===== src/rtl/core/assert_macros.svh =====
// Assertion macros used by the stack control RTL.
`ifndef ASSERT_MACROS_SVH
`define ASSERT_MACROS_SVH

// Expression must hold at every clock edge out of reset.
`define ILS_ASSERT_ALWAYS(lbl, clk, rstn, expr) \
    lbl: assert property (@(posedge clk) disable iff (!rstn) (expr)) \
        else $error("ils assertion failed");

// When ante holds, cons must hold in the next cycle.
`define ILS_ASSERT_NEXT(lbl, clk, rstn, ante, cons) \
    lbl: assert property (@(posedge clk) disable iff (!rstn) (ante) |=> (cons)) \
        else $error("ils assertion failed");

`endif


===== src/rtl/core/ils_pkg.sv =====
// Types and constants for the indexed LIFO stack.
package ils_pkg;

    localparam int DEPTH  = 16;
    localparam int DATA_W = 32;
    localparam int IDX_W  = $clog2(DEPTH);
    localparam int CNT_W  = $clog2(DEPTH + 1);

    typedef logic [DATA_W-1:0] t_word;

    typedef enum logic [3:0] {
        OP_PUSH         = 4'd0,
        OP_POP          = 4'd1,
        OP_PEEK         = 4'd2,
        OP_READ         = 4'd3,
        OP_WRITE        = 4'd4,
        OP_INSERT       = 4'd5,
        OP_REMOVE_AT    = 4'd6,
        OP_FIND         = 4'd7,
        OP_REMOVE_MATCH = 4'd8
    } t_opcode;

    typedef enum logic [1:0] {
        ST_OK        = 2'd0,
        ST_RANGE     = 2'd1,
        ST_FULL      = 2'd2,
        ST_NOT_FOUND = 2'd3
    } t_status;

    // What a cell loads at the next edge.
    typedef enum logic [1:0] {
        CELL_HOLD       = 2'd0,
        CELL_LOAD       = 2'd1,
        CELL_FROM_ABOVE = 2'd2,
        CELL_FROM_BELOW = 2'd3
    } t_cell_op;

    typedef struct packed {
        logic [3:0]  opcode;
        logic [4:0]  position;
        logic [31:0] item_value;
    } t_req;

    typedef struct packed {
        logic [1:0]  status;
        logic [31:0] result_value;
        logic [3:0]  found_position;
        logic [4:0]  entry_total;
    } t_rsp;

endpackage


===== src/rtl/core/ils_cell.sv =====
// One storage cell of the stack chain with its own equality compare.
module ils_cell (
    input  logic              i_clk,
    input  ils_pkg::t_cell_op i_op,
    input  ils_pkg::t_word    i_load,
    input  ils_pkg::t_word    i_above,
    input  ils_pkg::t_word    i_below,
    input  ils_pkg::t_word    i_key,
    output ils_pkg::t_word    o_data,
    output logic              o_match
);

    ils_pkg::t_word r_data;
    ils_pkg::t_word n_data;

    always_comb begin
        case (i_op)
            ils_pkg::CELL_HOLD:       n_data = r_data;
            ils_pkg::CELL_LOAD:       n_data = i_load;
            ils_pkg::CELL_FROM_ABOVE: n_data = i_above;
            ils_pkg::CELL_FROM_BELOW: n_data = i_below;
            default:                  n_data = r_data;
        endcase
    end

    always_ff @(posedge i_clk) begin
        r_data <= n_data;
    end

    assign o_data  = r_data;
    assign o_match = (r_data == i_key);

endmodule


===== src/rtl/core/ils_ctrl.sv =====
// Request decode, entry count and per-cell shift control for the stack.
`include "assert_macros.svh"

module ils_ctrl (
    input  logic                                   i_clk,
    input  logic                                   i_rst_n,
    input  logic                                   i_fire,
    input  ils_pkg::t_req                          i_req,
    input  ils_pkg::t_word   [ils_pkg::DEPTH-1:0]  i_cell_data,
    input  logic             [ils_pkg::DEPTH-1:0]  i_match,
    output ils_pkg::t_cell_op [ils_pkg::DEPTH-1:0] o_cell_op,
    output ils_pkg::t_word                         o_load_data,
    output ils_pkg::t_rsp                          o_rsp
);

    logic [ils_pkg::CNT_W-1:0] r_count;
    logic [ils_pkg::CNT_W-1:0] n_count;

    logic [ils_pkg::DEPTH-1:0] hit;
    logic [ils_pkg::DEPTH-1:0] load_vec;
    logic [ils_pkg::IDX_W-1:0] first_idx;
    logic                      any_hit;
    logic [ils_pkg::IDX_W-1:0] idx;
    logic [ils_pkg::IDX_W-1:0] tgt;
    logic                      do_open;
    logic                      do_close;
    logic                      do_write;
    logic                      full;
    logic                      in_range;
    ils_pkg::t_status          status;
    ils_pkg::t_word            res;
    logic [ils_pkg::IDX_W-1:0] fpos;

    assign idx      = i_req.position[ils_pkg::IDX_W-1:0];
    assign full     = (r_count >= ils_pkg::CNT_W'(ils_pkg::DEPTH));
    assign in_range = (ils_pkg::CNT_W'(i_req.position) < r_count);

    // First live cell whose word equals the key; top wins.
    always_comb begin
        first_idx = '0;
        any_hit   = 1'b0;
        for (int i = ils_pkg::DEPTH - 1; i >= 0; i--) begin
            hit[i] = i_match[i] && (ils_pkg::CNT_W'(i) < r_count);
            if (hit[i]) begin
                first_idx = ils_pkg::IDX_W'(i);
                any_hit   = 1'b1;
            end
        end
    end

    always_comb begin
        status   = ils_pkg::ST_OK;
        res      = '0;
        fpos     = '0;
        tgt      = '0;
        do_open  = 1'b0;
        do_close = 1'b0;
        do_write = 1'b0;
        n_count  = r_count;
        case (i_req.opcode)
            ils_pkg::OP_PUSH: begin
                if (full) begin
                    status = ils_pkg::ST_FULL;
                end else begin
                    do_open = 1'b1;
                    n_count = r_count + 1'b1;
                end
            end
            ils_pkg::OP_POP, ils_pkg::OP_PEEK: begin
                if (r_count == '0) begin
                    status = ils_pkg::ST_RANGE;
                end else begin
                    res = i_cell_data[0];
                    if (i_req.opcode == ils_pkg::OP_POP) begin
                        do_close = 1'b1;
                        n_count  = r_count - 1'b1;
                    end
                end
            end
            ils_pkg::OP_READ, ils_pkg::OP_WRITE, ils_pkg::OP_REMOVE_AT: begin
                tgt = idx;
                if (!in_range) begin
                    status = ils_pkg::ST_RANGE;
                end else if (i_req.opcode == ils_pkg::OP_READ) begin
                    res = i_cell_data[idx];
                end else if (i_req.opcode == ils_pkg::OP_WRITE) begin
                    do_write = 1'b1;
                end else begin
                    res      = i_cell_data[idx];
                    do_close = 1'b1;
                    n_count  = r_count - 1'b1;
                end
            end
            ils_pkg::OP_INSERT: begin
                tgt = idx;
                if (full) begin
                    status = ils_pkg::ST_FULL;
                end else if (ils_pkg::CNT_W'(i_req.position) > r_count) begin
                    status = ils_pkg::ST_RANGE;
                end else begin
                    do_open = 1'b1;
                    n_count = r_count + 1'b1;
                end
            end
            ils_pkg::OP_FIND, ils_pkg::OP_REMOVE_MATCH: begin
                tgt = first_idx;
                if (!any_hit) begin
                    status = ils_pkg::ST_NOT_FOUND;
                end else if (i_req.opcode == ils_pkg::OP_FIND) begin
                    fpos = first_idx;
                end else begin
                    res      = i_cell_data[first_idx];
                    do_close = 1'b1;
                    n_count  = r_count - 1'b1;
                end
            end
            default: begin
                status = ils_pkg::ST_RANGE;
            end
        endcase
    end

    // Open a gap: cells below the target take from above. Close: take from below.
    always_comb begin
        for (int i = 0; i < ils_pkg::DEPTH; i++) begin
            o_cell_op[i] = ils_pkg::CELL_HOLD;
            load_vec[i]  = 1'b0;
            if (i_fire) begin
                if (do_open && (ils_pkg::IDX_W'(i) > tgt)) begin
                    o_cell_op[i] = ils_pkg::CELL_FROM_ABOVE;
                end else if ((do_open || do_write) && (ils_pkg::IDX_W'(i) == tgt)) begin
                    o_cell_op[i] = ils_pkg::CELL_LOAD;
                    load_vec[i]  = 1'b1;
                end else if (do_close && (ils_pkg::IDX_W'(i) >= tgt)) begin
                    o_cell_op[i] = ils_pkg::CELL_FROM_BELOW;
                end
            end
        end
    end

    always_ff @(posedge i_clk) begin
        if (!i_rst_n) begin
            r_count <= '0;
        end else if (i_fire) begin
            r_count <= n_count;
        end
    end

    assign o_load_data         = i_req.item_value;
    assign o_rsp.status        = status;
    assign o_rsp.result_value  = res;
    assign o_rsp.found_position = fpos;
    assign o_rsp.entry_total   = n_count;

    `ILS_ASSERT_ALWAYS(a_count_bound, i_clk, i_rst_n, r_count <= ils_pkg::CNT_W'(ils_pkg::DEPTH))
    `ILS_ASSERT_ALWAYS(a_one_load, i_clk, i_rst_n, $onehot0(load_vec))
    `ILS_ASSERT_NEXT(a_fail_keeps, i_clk, i_rst_n, i_fire && (status != ils_pkg::ST_OK),
        r_count == $past(r_count))
    `ILS_ASSERT_NEXT(a_open_grows, i_clk, i_rst_n, i_fire && do_open,
        r_count == $past(r_count) + 1'b1)

endmodule


===== src/rtl/core/indexed_lifo_stack.sv =====
// Indexed LIFO stack: top level with the cell chain and output register.
//
// Usage:
//   Input channel i_in_valid/o_in_ready carries one request item (opcode,
//   position, item_value). Output channel o_out_valid/i_out_ready carries one
//   response item (status, result_value, found_position, entry_total) for
//   every request, in request order.
//   Storage is a row of DEPTH cells; position 0 is the top. Push and insert
//   shift the cells below the target down one place, pop and removals shift
//   them up, all at the clock edge at which the request is taken. Find
//   compares every cell in parallel and picks the topmost live match.
//   Latency: the response is valid the cycle after the request is accepted.
//   Throughput: one request per cycle while responses are taken, set by the
//   update of the cell row at the accepting edge and the one-deep output register.
//   Stall: while a response is held and i_out_ready is low, o_in_ready is low
//   and the stack does not change; taking the response frees the register in
//   the same cycle that a new request is accepted.
//   Reset: synchronous, active low; the entry count clears to zero and the
//   output register empties. Cell contents are not cleared.
module indexed_lifo_stack (
    input  logic           i_clk,
    input  logic           i_rst_n,
    input  logic           i_in_valid,
    output logic           o_in_ready,
    input  ils_pkg::t_req  i_in_item,
    output logic           o_out_valid,
    input  logic           i_out_ready,
    output ils_pkg::t_rsp  o_out_item
);

    ils_pkg::t_word    [ils_pkg::DEPTH-1:0] cell_data;
    logic              [ils_pkg::DEPTH-1:0] cell_match;
    ils_pkg::t_cell_op [ils_pkg::DEPTH-1:0] cell_op;
    ils_pkg::t_word                         load_data;
    ils_pkg::t_rsp                          rsp;
    logic                                   fire;

    logic          r_out_valid;
    ils_pkg::t_rsp r_out_item;

    assign o_in_ready = !r_out_valid || i_out_ready;
    assign fire       = i_in_valid && o_in_ready;

    ils_ctrl u_ctrl (
        .i_clk       (i_clk),
        .i_rst_n     (i_rst_n),
        .i_fire      (fire),
        .i_req       (i_in_item),
        .i_cell_data (cell_data),
        .i_match     (cell_match),
        .o_cell_op   (cell_op),
        .o_load_data (load_data),
        .o_rsp       (rsp)
    );

    for (genvar g = 0; g < ils_pkg::DEPTH; g++) begin : g_cell
        ils_pkg::t_word above;
        ils_pkg::t_word below;
        if (g == 0) begin : g_top
            assign above = '0;
        end else begin : g_mid_a
            assign above = cell_data[g-1];
        end
        if (g == ils_pkg::DEPTH - 1) begin : g_bot
            assign below = '0;
        end else begin : g_mid_b
            assign below = cell_data[g+1];
        end
        ils_cell u_cell (
            .i_clk   (i_clk),
            .i_op    (cell_op[g]),
            .i_load  (load_data),
            .i_above (above),
            .i_below (below),
            .i_key   (i_in_item.item_value),
            .o_data  (cell_data[g]),
            .o_match (cell_match[g])
        );
    end

    always_ff @(posedge i_clk) begin
        if (!i_rst_n) begin
            r_out_valid <= 1'b0;
        end else if (fire) begin
            r_out_valid <= 1'b1;
        end else if (i_out_ready) begin
            r_out_valid <= 1'b0;
        end
    end

    always_ff @(posedge i_clk) begin
        if (fire) begin
            r_out_item <= rsp;
        end
    end

    assign o_out_valid = r_out_valid;
    assign o_out_item  = r_out_item;

endmodule


===== config.mk =====
export PLATFORM = sky130hd
export DESIGN_NAME = indexed_lifo_stack
export DESIGN_NICKNAME = d
export VERILOG_FILES = /design/src/rtl/core/ils_pkg.sv /design/src/rtl/core/ils_cell.sv /design/src/rtl/core/ils_ctrl.sv /design/src/rtl/core/indexed_lifo_stack.sv
export VERILOG_INCLUDE_DIRS = /design/src /design/src/rtl/core
export SDC_FILE = /design/constraint.sdc
export NUM_CORES = 2
export LEC_CHECK = 0
export BUFFER_PORTS_ARGS = -buffer_cell sky130_fd_sc_hd__buf_2
export CAP_MARGIN = 25
export CORE_ASPECT_RATIO = 1.2
export CORE_MARGIN = 2
export CORE_UTILIZATION = 25
export DETAILED_ROUTE_END_ITERATION = 8
export GPL_TIMING_DRIVEN = 0
export HOLD_SLACK_MARGIN = 0.06
export PLACE_DENSITY = 0.39
export SYNTH_ARGS = -nofsm -noshare
export SYNTH_HDL_FRONTEND = slang
export SYNTH_SLANG_ARGS = --single-unit

===== constraint.sdc =====
create_clock -name i_clk -period 18.3 [get_ports i_clk]
set_clock_uncertainty 0.1 [all_clocks]
set_input_delay 3.66 -clock i_clk [delete_from_list [all_inputs] [get_ports i_clk]]
set_output_delay 3.66 -clock i_clk [all_outputs]
set_load 0.05 [all_outputs]

After elaboration in Yosys (flattened, before gate mapping)

Cells that the tools add are included.

Equality and inequality tests: 87
Order comparisons: 53
Muxes and demuxes: 160
Add/subtract/negate cells: 2
Reduce and logical (&&, ||, !) cells: 93

Operators with widths:

| operator                                                              | count |
|---|---|
| 32-bit case mux with 3 select lines                                   | 17 |
| 32-bit equality test                                                  | 16 |
| 32-bit binary-select mux with 4-bit select                            | 2 |
| 32-bit two-way mux                                                    | 8 |
| 2-bit two-way mux                                                     | 67 |
| 1-bit logical AND                                                     | 65 |
| 2-bit equality test, second input constant                            | 32 |
| 4-bit two-way mux                                                     | 16 |
| 5-bit two-way mux                                                     | 10 |
| 4-bit by 5-bit < comparator with 1-bit output, first input constant   | 8 |
| 1-bit two-way mux                                                     | 35 |
| 2-bit by 1-bit equality test with 1-bit output, second input constant | 16 |
| 4-bit equality test, first input constant                             | 8 |
| 4-bit >= comparator, first input constant                             | 8 |
| 4-bit > comparator, first input constant                              | 8 |
| 2-bit logical NOT                                                     | 16 |
| 5-bit case mux with 5 select lines                                    | 1 |
| 3-bit by 5-bit < comparator with 1-bit output, first input constant   | 4 |
| 3-bit by 4-bit equality test with 1-bit output, first input constant  | 4 |
| 4-bit by 3-bit equality test with 1-bit output, second input constant | 4 |
| 3-bit by 4-bit >= comparator with 1-bit output, first input constant  | 4 |
| 3-bit by 4-bit > comparator with 1-bit output, first input constant   | 4 |
| 1-bit by 5-bit < comparator with 1-bit output, first input constant   | 2 |
| 2-bit by 5-bit < comparator with 1-bit output, first input constant   | 2 |
| 28 further kinds                                                      | 38 |

Input port bits: 45
Flip-flop bits (word level): 561

Logic depth before layout (Yosys ltp)

Depth after elaboration: 27
Mapped depth: 17

Hierarchy

Synthesis repeated with hierarchy kept, for this count alone.

Cell total of the unflattened synthesis: 4487
Area, all modules: 44181.1 um^2

By module, submodules not included:

| module             | instances | area each (um^2) | cells each |
|---|---|---|---|
| ils_cell           | 16        | 1986.9           | 183 |
| ils_ctrl           | 1         | 11038.1          | 1510 |
| indexed_lifo_stack | 1         | 1352.5           | 49 |

Worst setup path before layout

No wires, ideal clock.

Path kind: input-to-reg
Start: input i_in_item[30] in the netlist's numbering
End: register g_cell[6].u_cell.r_data[0], enable pin
Library setup time: 0.480 ns
Data required time: 17.720 ns
Data arrival time: 8.693 ns
Stages on the path: 15
Slack: 9.027 ns
Cell sequence: buf_2 -> buf_6 -> buf_6 -> xor2_1 -> nor4_1 -> nand3_1 -> nor3_1 -> or4_1 -> a211oi_2 -> a22o_1 -> buf_2 -> a31oi_1 -> nor2b_1 -> nor2_1 -> a311oi_1

Word-level cells in the longest chain between the ends: 26
Elaborated cells on any way between the ends: 78
Classes of those cells: order compare: 2; eq/ne: 17; mux: 39; reduce/logical: 20

RTL lines:

| element                                                                                                     | line                            | RTL |
|---|---|---|
| from (decl)                                                                                                 | indexed_lifo_stack.sv:25        | `input ils_pkg::t_req i_in_item,` |
| 32-bit equality test                                                                                        | ils_cell.sv:31                  | `assign o_match = (r_data == i_key);` |
| 1-bit logical AND                                                                                           | ils_ctrl.sv:43                  | `hit[i] = i_match[i] && (ils_pkg::CNT_W'(i) < r_count);` |
| 4-bit two-way mux / 1-bit two-way mux (equally long branches) (16 in a row)                                 | ils_ctrl.sv:44                  | `if (hit[i]) begin` |
| 4-bit case mux with 2 select lines / 1-bit two-way mux (equally long branches)                              | ils_ctrl.sv:60, ils_ctrl.sv:107 |  |
| 3-bit by 4-bit >= comparator with 1-bit output / 1-bit case mux with 3 select lines (equally long branches) | ils_ctrl.sv:134, ils_ctrl.sv:60 |  |
| 1-bit logical AND                                                                                           | ils_ctrl.sv:134                 | `end else if (do_close && (ils_pkg::IDX_W'(i) >= tgt)) begin` |
| 2-bit two-way mux                                                                                           | ils_ctrl.sv:134                 |  |
| 2-bit two-way mux                                                                                           | ils_ctrl.sv:131                 | `end else if ((do_open \|\| do_write) && (ils_pkg::IDX_W'(i) == tgt)) begin` |
| 2-bit two-way mux (*)                                                                                       | ils_ctrl.sv:129                 | `if (do_open && (ils_pkg::IDX_W'(i) > tgt)) begin` |
| 2-bit two-way mux (*)                                                                                       | ils_ctrl.sv:128                 | `if (i_fire) begin` |
| 2-bit logical NOT (*)                                                                                       | ils_cell.sv:17                  | `case (i_op)` |
| to (signal assigned)                                                                                        | ils_cell.sv:27                  | `r_data <= n_data;` |
| to (decl)                                                                                                   | ils_cell.sv:13                  | `ils_pkg::t_word r_data;` |

Mark *: on every way between the ends. The rest lies on a longest branch, timed or not.
A chain may end at the register's enable or synchronous reset.

Worst setup path after layout

Start: input i_in_item[32] in the netlist's numbering
End: register g_cell[6].u_cell.r_data[5] (data pin)

Word-level cells in the longest chain between the ends: 11
Elaborated cells on any way between the ends: 25
Classes of those cells: order compare: 4; eq/ne: 4; mux: 13; reduce/logical: 4

RTL lines:

| element                                                                                      | line            | RTL |
|---|---|---|
| 5-bit > comparator                                                                           | ils_ctrl.sv:98  | `end else if (ils_pkg::CNT_W'(i_req.position) > r_count) begin` |
| 1-bit two-way mux                                                                            | ils_ctrl.sv:98  |  |
| 1-bit two-way mux                                                                            | ils_ctrl.sv:96  | `if (full) begin` |
| 1-bit case mux with 2 select lines                                                           | ils_ctrl.sv:60  | `case (i_req.opcode)` |
| 1-bit logical OR                                                                             | ils_ctrl.sv:131 |  |
| 1-bit logical AND                                                                            | ils_ctrl.sv:131 |  |
| 2-bit two-way mux                                                                            | ils_ctrl.sv:131 |  |
| 2-bit two-way mux (*)                                                                        | ils_ctrl.sv:129 |  |
| 2-bit two-way mux (*)                                                                        | ils_ctrl.sv:128 |  |
| 2-bit equality test / 2-bit by 1-bit equality test with 1-bit output (equally long branches) | ils_cell.sv:17  |  |
| 32-bit case mux with 3 select lines (*)                                                      | ils_cell.sv:17  |  |
| net g_cell[6].u_cell.n_data[5]                                                               | ils_cell.sv:14  | `ils_pkg::t_word n_data;` |

Mark *: on every way through the listed nets, which the timed path passes. The rest lies on a longest branch.

==> summary.md <==
| Metric | Value |
|---|---|
| Unrepaired setup endpoints after global routing | `false` |
| Period utilization | `52.4%` |
| Synthesized net count | `around 4200` |
| Initial antenna violation count | `13` |
| CP top delay family | `buffers and inverters` |
| Critical Path Sink Type | `flop` |
| Post-synthesis mux area share | `between 10% and 20%` |
| Outcome | `finished clean` |
| Reg-to-Reg Start | `u_ctrl.r_count[3]` |
| Clock buffer depth | `3` |
| Die Area | `179000 um2` |
| Final setup viols | `0` |
| Hold Startpoint | `o_out_valid` |
| FF+latch count, synth | `approximately 560` |
| Pins Over Slew Limit | `0` |
| Synth async-reset ratio | `0%` |
| Drt pass-1 iters | `6` |
| Top post-synthesis cells by area | `edfxtp_1 (38%), mux4_2 (8.2%), xor2_1 (5.8%)` |
| CORE AREA | `174000 um2` |
| Largest net degree at the start of global routing | `43` |
| Cell count of the worst hold path | `2` |
| Leading area contributor after synthesis | `edfxtp_1` |
| Sequential cell area fraction in the yosys report | `38.2%` |
| Met3 Use GR | `5.90%` |
| Reg2reg setup slack | `11.38 ns` |
| Ports | `90` |
| Worst EP required | `18.64 ns` |
| Final hold viol count | `0` |
| Clock sink total | `between 500 and 600` |
| DR WL/cell | `approximately 44 um` |
| Most instantiated cells after synthesis | `edfxtp_1 (555), xor2_1 (293), nand2_1 (267)` |
| Setup tns final | `0 ns` |
| Clk pwr share | `39.6%` |
| Crit path DAT | `around 9.9 ns` |
| Rows | `168` |
| Post-route ant nets | `0` |
| Post-CTS Resized | `0` |
| Clock transition at path regs | `0.06 ns` |
| Dpl ws | `8.27 ns` |
| Power per cell area | `76.8 nW/um2` |
| Largest family of logic cells by synthesized area | `compound AO/OA/AOI/OAI gates` |
| Post-Synth Simple-Gate Area | `about an eighth` |
| Crit path time final | `9.59 ns` |
| Number of port buffers | `53` |
| CP startpoint kind | `input port` |
| Switching power | `1.32 mW` |
| Layout cell share with drive strength beyond 1 | `between 10% and 20%` |
| RePlAce Congestion | `roughly 1` |
| Yosys warns | `0` |
| Die W | `387 um` |
| Post-synth top area share | `between 30% and 40%` |
| GR Overflow Total | `0` |
| Placed Cells | `6592` |
| Total GRT Usage | `31.9%` |
| Max Fclk | `roughly 0.10 GHz` |
| Chip height | `around 460 um` |
| First-pass GRT wire length | `384000 um` |
| Vias per cell | `around 6.3` |
| Most frequent cell after synthesis | `edfxtp_1` |
| Crit-path max FO | `10` |
| Met2 Use GR | `49.2%` |
| Worst-path cell chain | `clkbuf_1 -> clkbuf_2 -> buf_1 -> inv_1 -> ha_1 -> and3_1 -> o21ai_0 -> o21ai_1 -> inv_1 -> nor2_1 -> nand2_1 -> a21oi_1 -> or2_1 -> buf_2 -> o21ai_1` |
| Synth-to-layout area growth | `14.9%` |
| CTS tree | `built` |
| Net Sw Frac | `around a third` |
| H-tree levels | `3` |
| Slew margin rel. | `18.6%` |
| DPL Wire Length | `between 200000 and 250000 um` |
| Compound-cell area share of the yosys netlist | `between 10% and 20%` |
| CP bufs+invs | `6` |
| Post-Syn Area | `roughly 44000 um2` |
| Reg2reg end | `o_out_item[27]` |
| Post-Syn Instances | `between 4000 and 5000` |
| Fillers | `18435` |
| Total power | `3.88 mW` |
| Max rail drop VDD | `~73 uV` |
| Worst Reg-to-Reg Cells | `15` |
| DR vias | `42235` |
| Xor-xnor portion of the synthesized cell area | `10.4%` |
| Detailed Route WL | `~300000 um` |
| Critical path class | `input port to flop` |
| Starting density of the core | `25.2%` |
| Max-cap violations | `0` |
| Top FF cell, synth | `edfxtp_1` |
| Most used routing layer | `met2` |
| DRT iter0 DRCs | `5843` |
| Worst slew pin tran | `~1.2 ns` |
| Post-CTS Hold Buffers | `0` |
| Final WS setup | `8.71 ns` |
| Combinational power share | `between 10% and 20%` |
| Yosys cell types | `93` |
| Hold Path End | `o_out_valid` |
| DRC viols | `0` |
| Worst skew pair latency | `0.75 ns` |
| Grt met1 use | `approximately two fifths` |
| Vias in the first global route | `39606` |
| Nets | `4436` |
| Synthesized area per cell | `10.5 um2` |
| Adder-cell share of the synthesized area | `0.228%` |
| Total CTS buffers | `76` |
| Post-synth EDFFs | `555` |
| Lkg Pwr | `about 16 nW` |
| Critical path's largest stage delay | `0.96 ns` |
| Post-CTS setup repair buffer count | `0` |
| Internal power | `2.56 mW` |
| Seq pwr share | `40.5%` |
| Worst hold path class | `flop to flop` |
| Non-Filler Instances | `around 6700` |
| CTS root buffer | `clkbuf_16` |
| Fin Hold WS | `0.434 ns` |
| CP max stage cell | `a21oi_1` |
==> metrics by stage <==
step / instance area, um2 / util (%)
after floorplan: 43900 / -
after global placement: 47000 / 27.0
after detailed placement: 48000 / 27.5
after CTS: 50300 / 28.9
after global routing: 50400 / 28.9
final: 50500 / 28.9
==> layout make-up <==
class                      instances  area [um2]  area share [%]
multi-input combinational       3116       24800            49.1
sequential                       561       16800            33.3
tap                             2295        2870            5.69
buffer                           436        2200            4.37
clock buffer                      98        2070            4.10
timing repair buffer             111        1100            2.18
clock inverter                    39         308           0.610
inverter                          81         304           0.602
antenna                           10        25.0          0.0496
==> state kept, by name, summed over array words and instances (netlist names) <==
signal / count
u_ctrl.r_count: 5
g_cell.u_cell.o_data: 512
o_out_item: 43
o_out_valid: 1
==> power by group through the flow <==
stage / Combinational [mW] / Clock [mW] / Sequential (mW)
floorplan: 0.385 / 0 / 1.57
global placement: 0.714 / 0 / 1.60
detailed placement: 0.732 / 0 / 1.59
CTS: 0.736 / 1.55 / 1.57
global route: 0.776 / 1.59 / 1.57
finish: 0.770 / 1.54 / 1.57
==> tightest hold or removal path, cell delays in order (launching register included) <==
cell      delay [ns]
dfxtp_1         0.30
nand2b_1        0.10
a21boi_0        0.08
==> worst max-delay path by stage <==
stage / start / endpoint / cells after the start
2_1_floorplan: i_in_item[30] / g_cell[6].u_cell.o_data[0] / 15
3_3_place_gp: i_in_item[32] / g_cell[6].u_cell.o_data[26] / 13
3_5_place_dp: i_in_item[32] / g_cell[8].u_cell.o_data[26] / 14
4_1_cts: i_in_item[32] / g_cell[8].u_cell.o_data[25] / 14
5_1_grt: i_in_item[32] / g_cell[8].u_cell.o_data[31] / 14
6_report: i_in_item[32] / g_cell[6].u_cell.o_data[5] / 15
==> metal layers <==
layer	vias to the layer above	part of all wire (%)
met3	532	8.1
met2	2666	44
met1	22068	40
met5	-	0.0088
met4	4	8.2
li1	16965	-
==> cells by family after synthesis <==
kind of cell / count (synthesis)
XOR/XNOR: 520
adder cells (fa/ha/maj): 8
AND/OR/NAND/NOR: 1056
multiplexers: 386
flip-flops: 561
AO/OA/AOI/OAI: 1146
buffers and inverters: 517
==> layout by cell type, fill, tap and decap left out, drive strengths merged, types with 11 or more instances in the layout <==
| cell type | count |
|---|---|
| xnor2 | 227 |
| buf | 345 |
| o22ai | 128 |
| a21o | 40 |
| clkinv | 27 |
| nand3 | 108 |
| nor2 | 145 |
| nand2 | 272 |
| a22oi | 260 |
| a22o | 32 |
| clkbuf | 300 |
| nand4 | 124 |
| nor3 | 76 |
| a21oi | 136 |
| o31ai | 264 |
| mux2 | 32 |
| a221o | 128 |
| inv | 83 |
| and2 | 73 |
| mux2i | 194 |
| and3 | 14 |
| xor2 | 293 |
| nor4 | 162 |
| or3 | 11 |
| mux4 | 160 |
| o21ai | 91 |
| edfxtp | 555 |
Power figures use the tool's default switching activity.
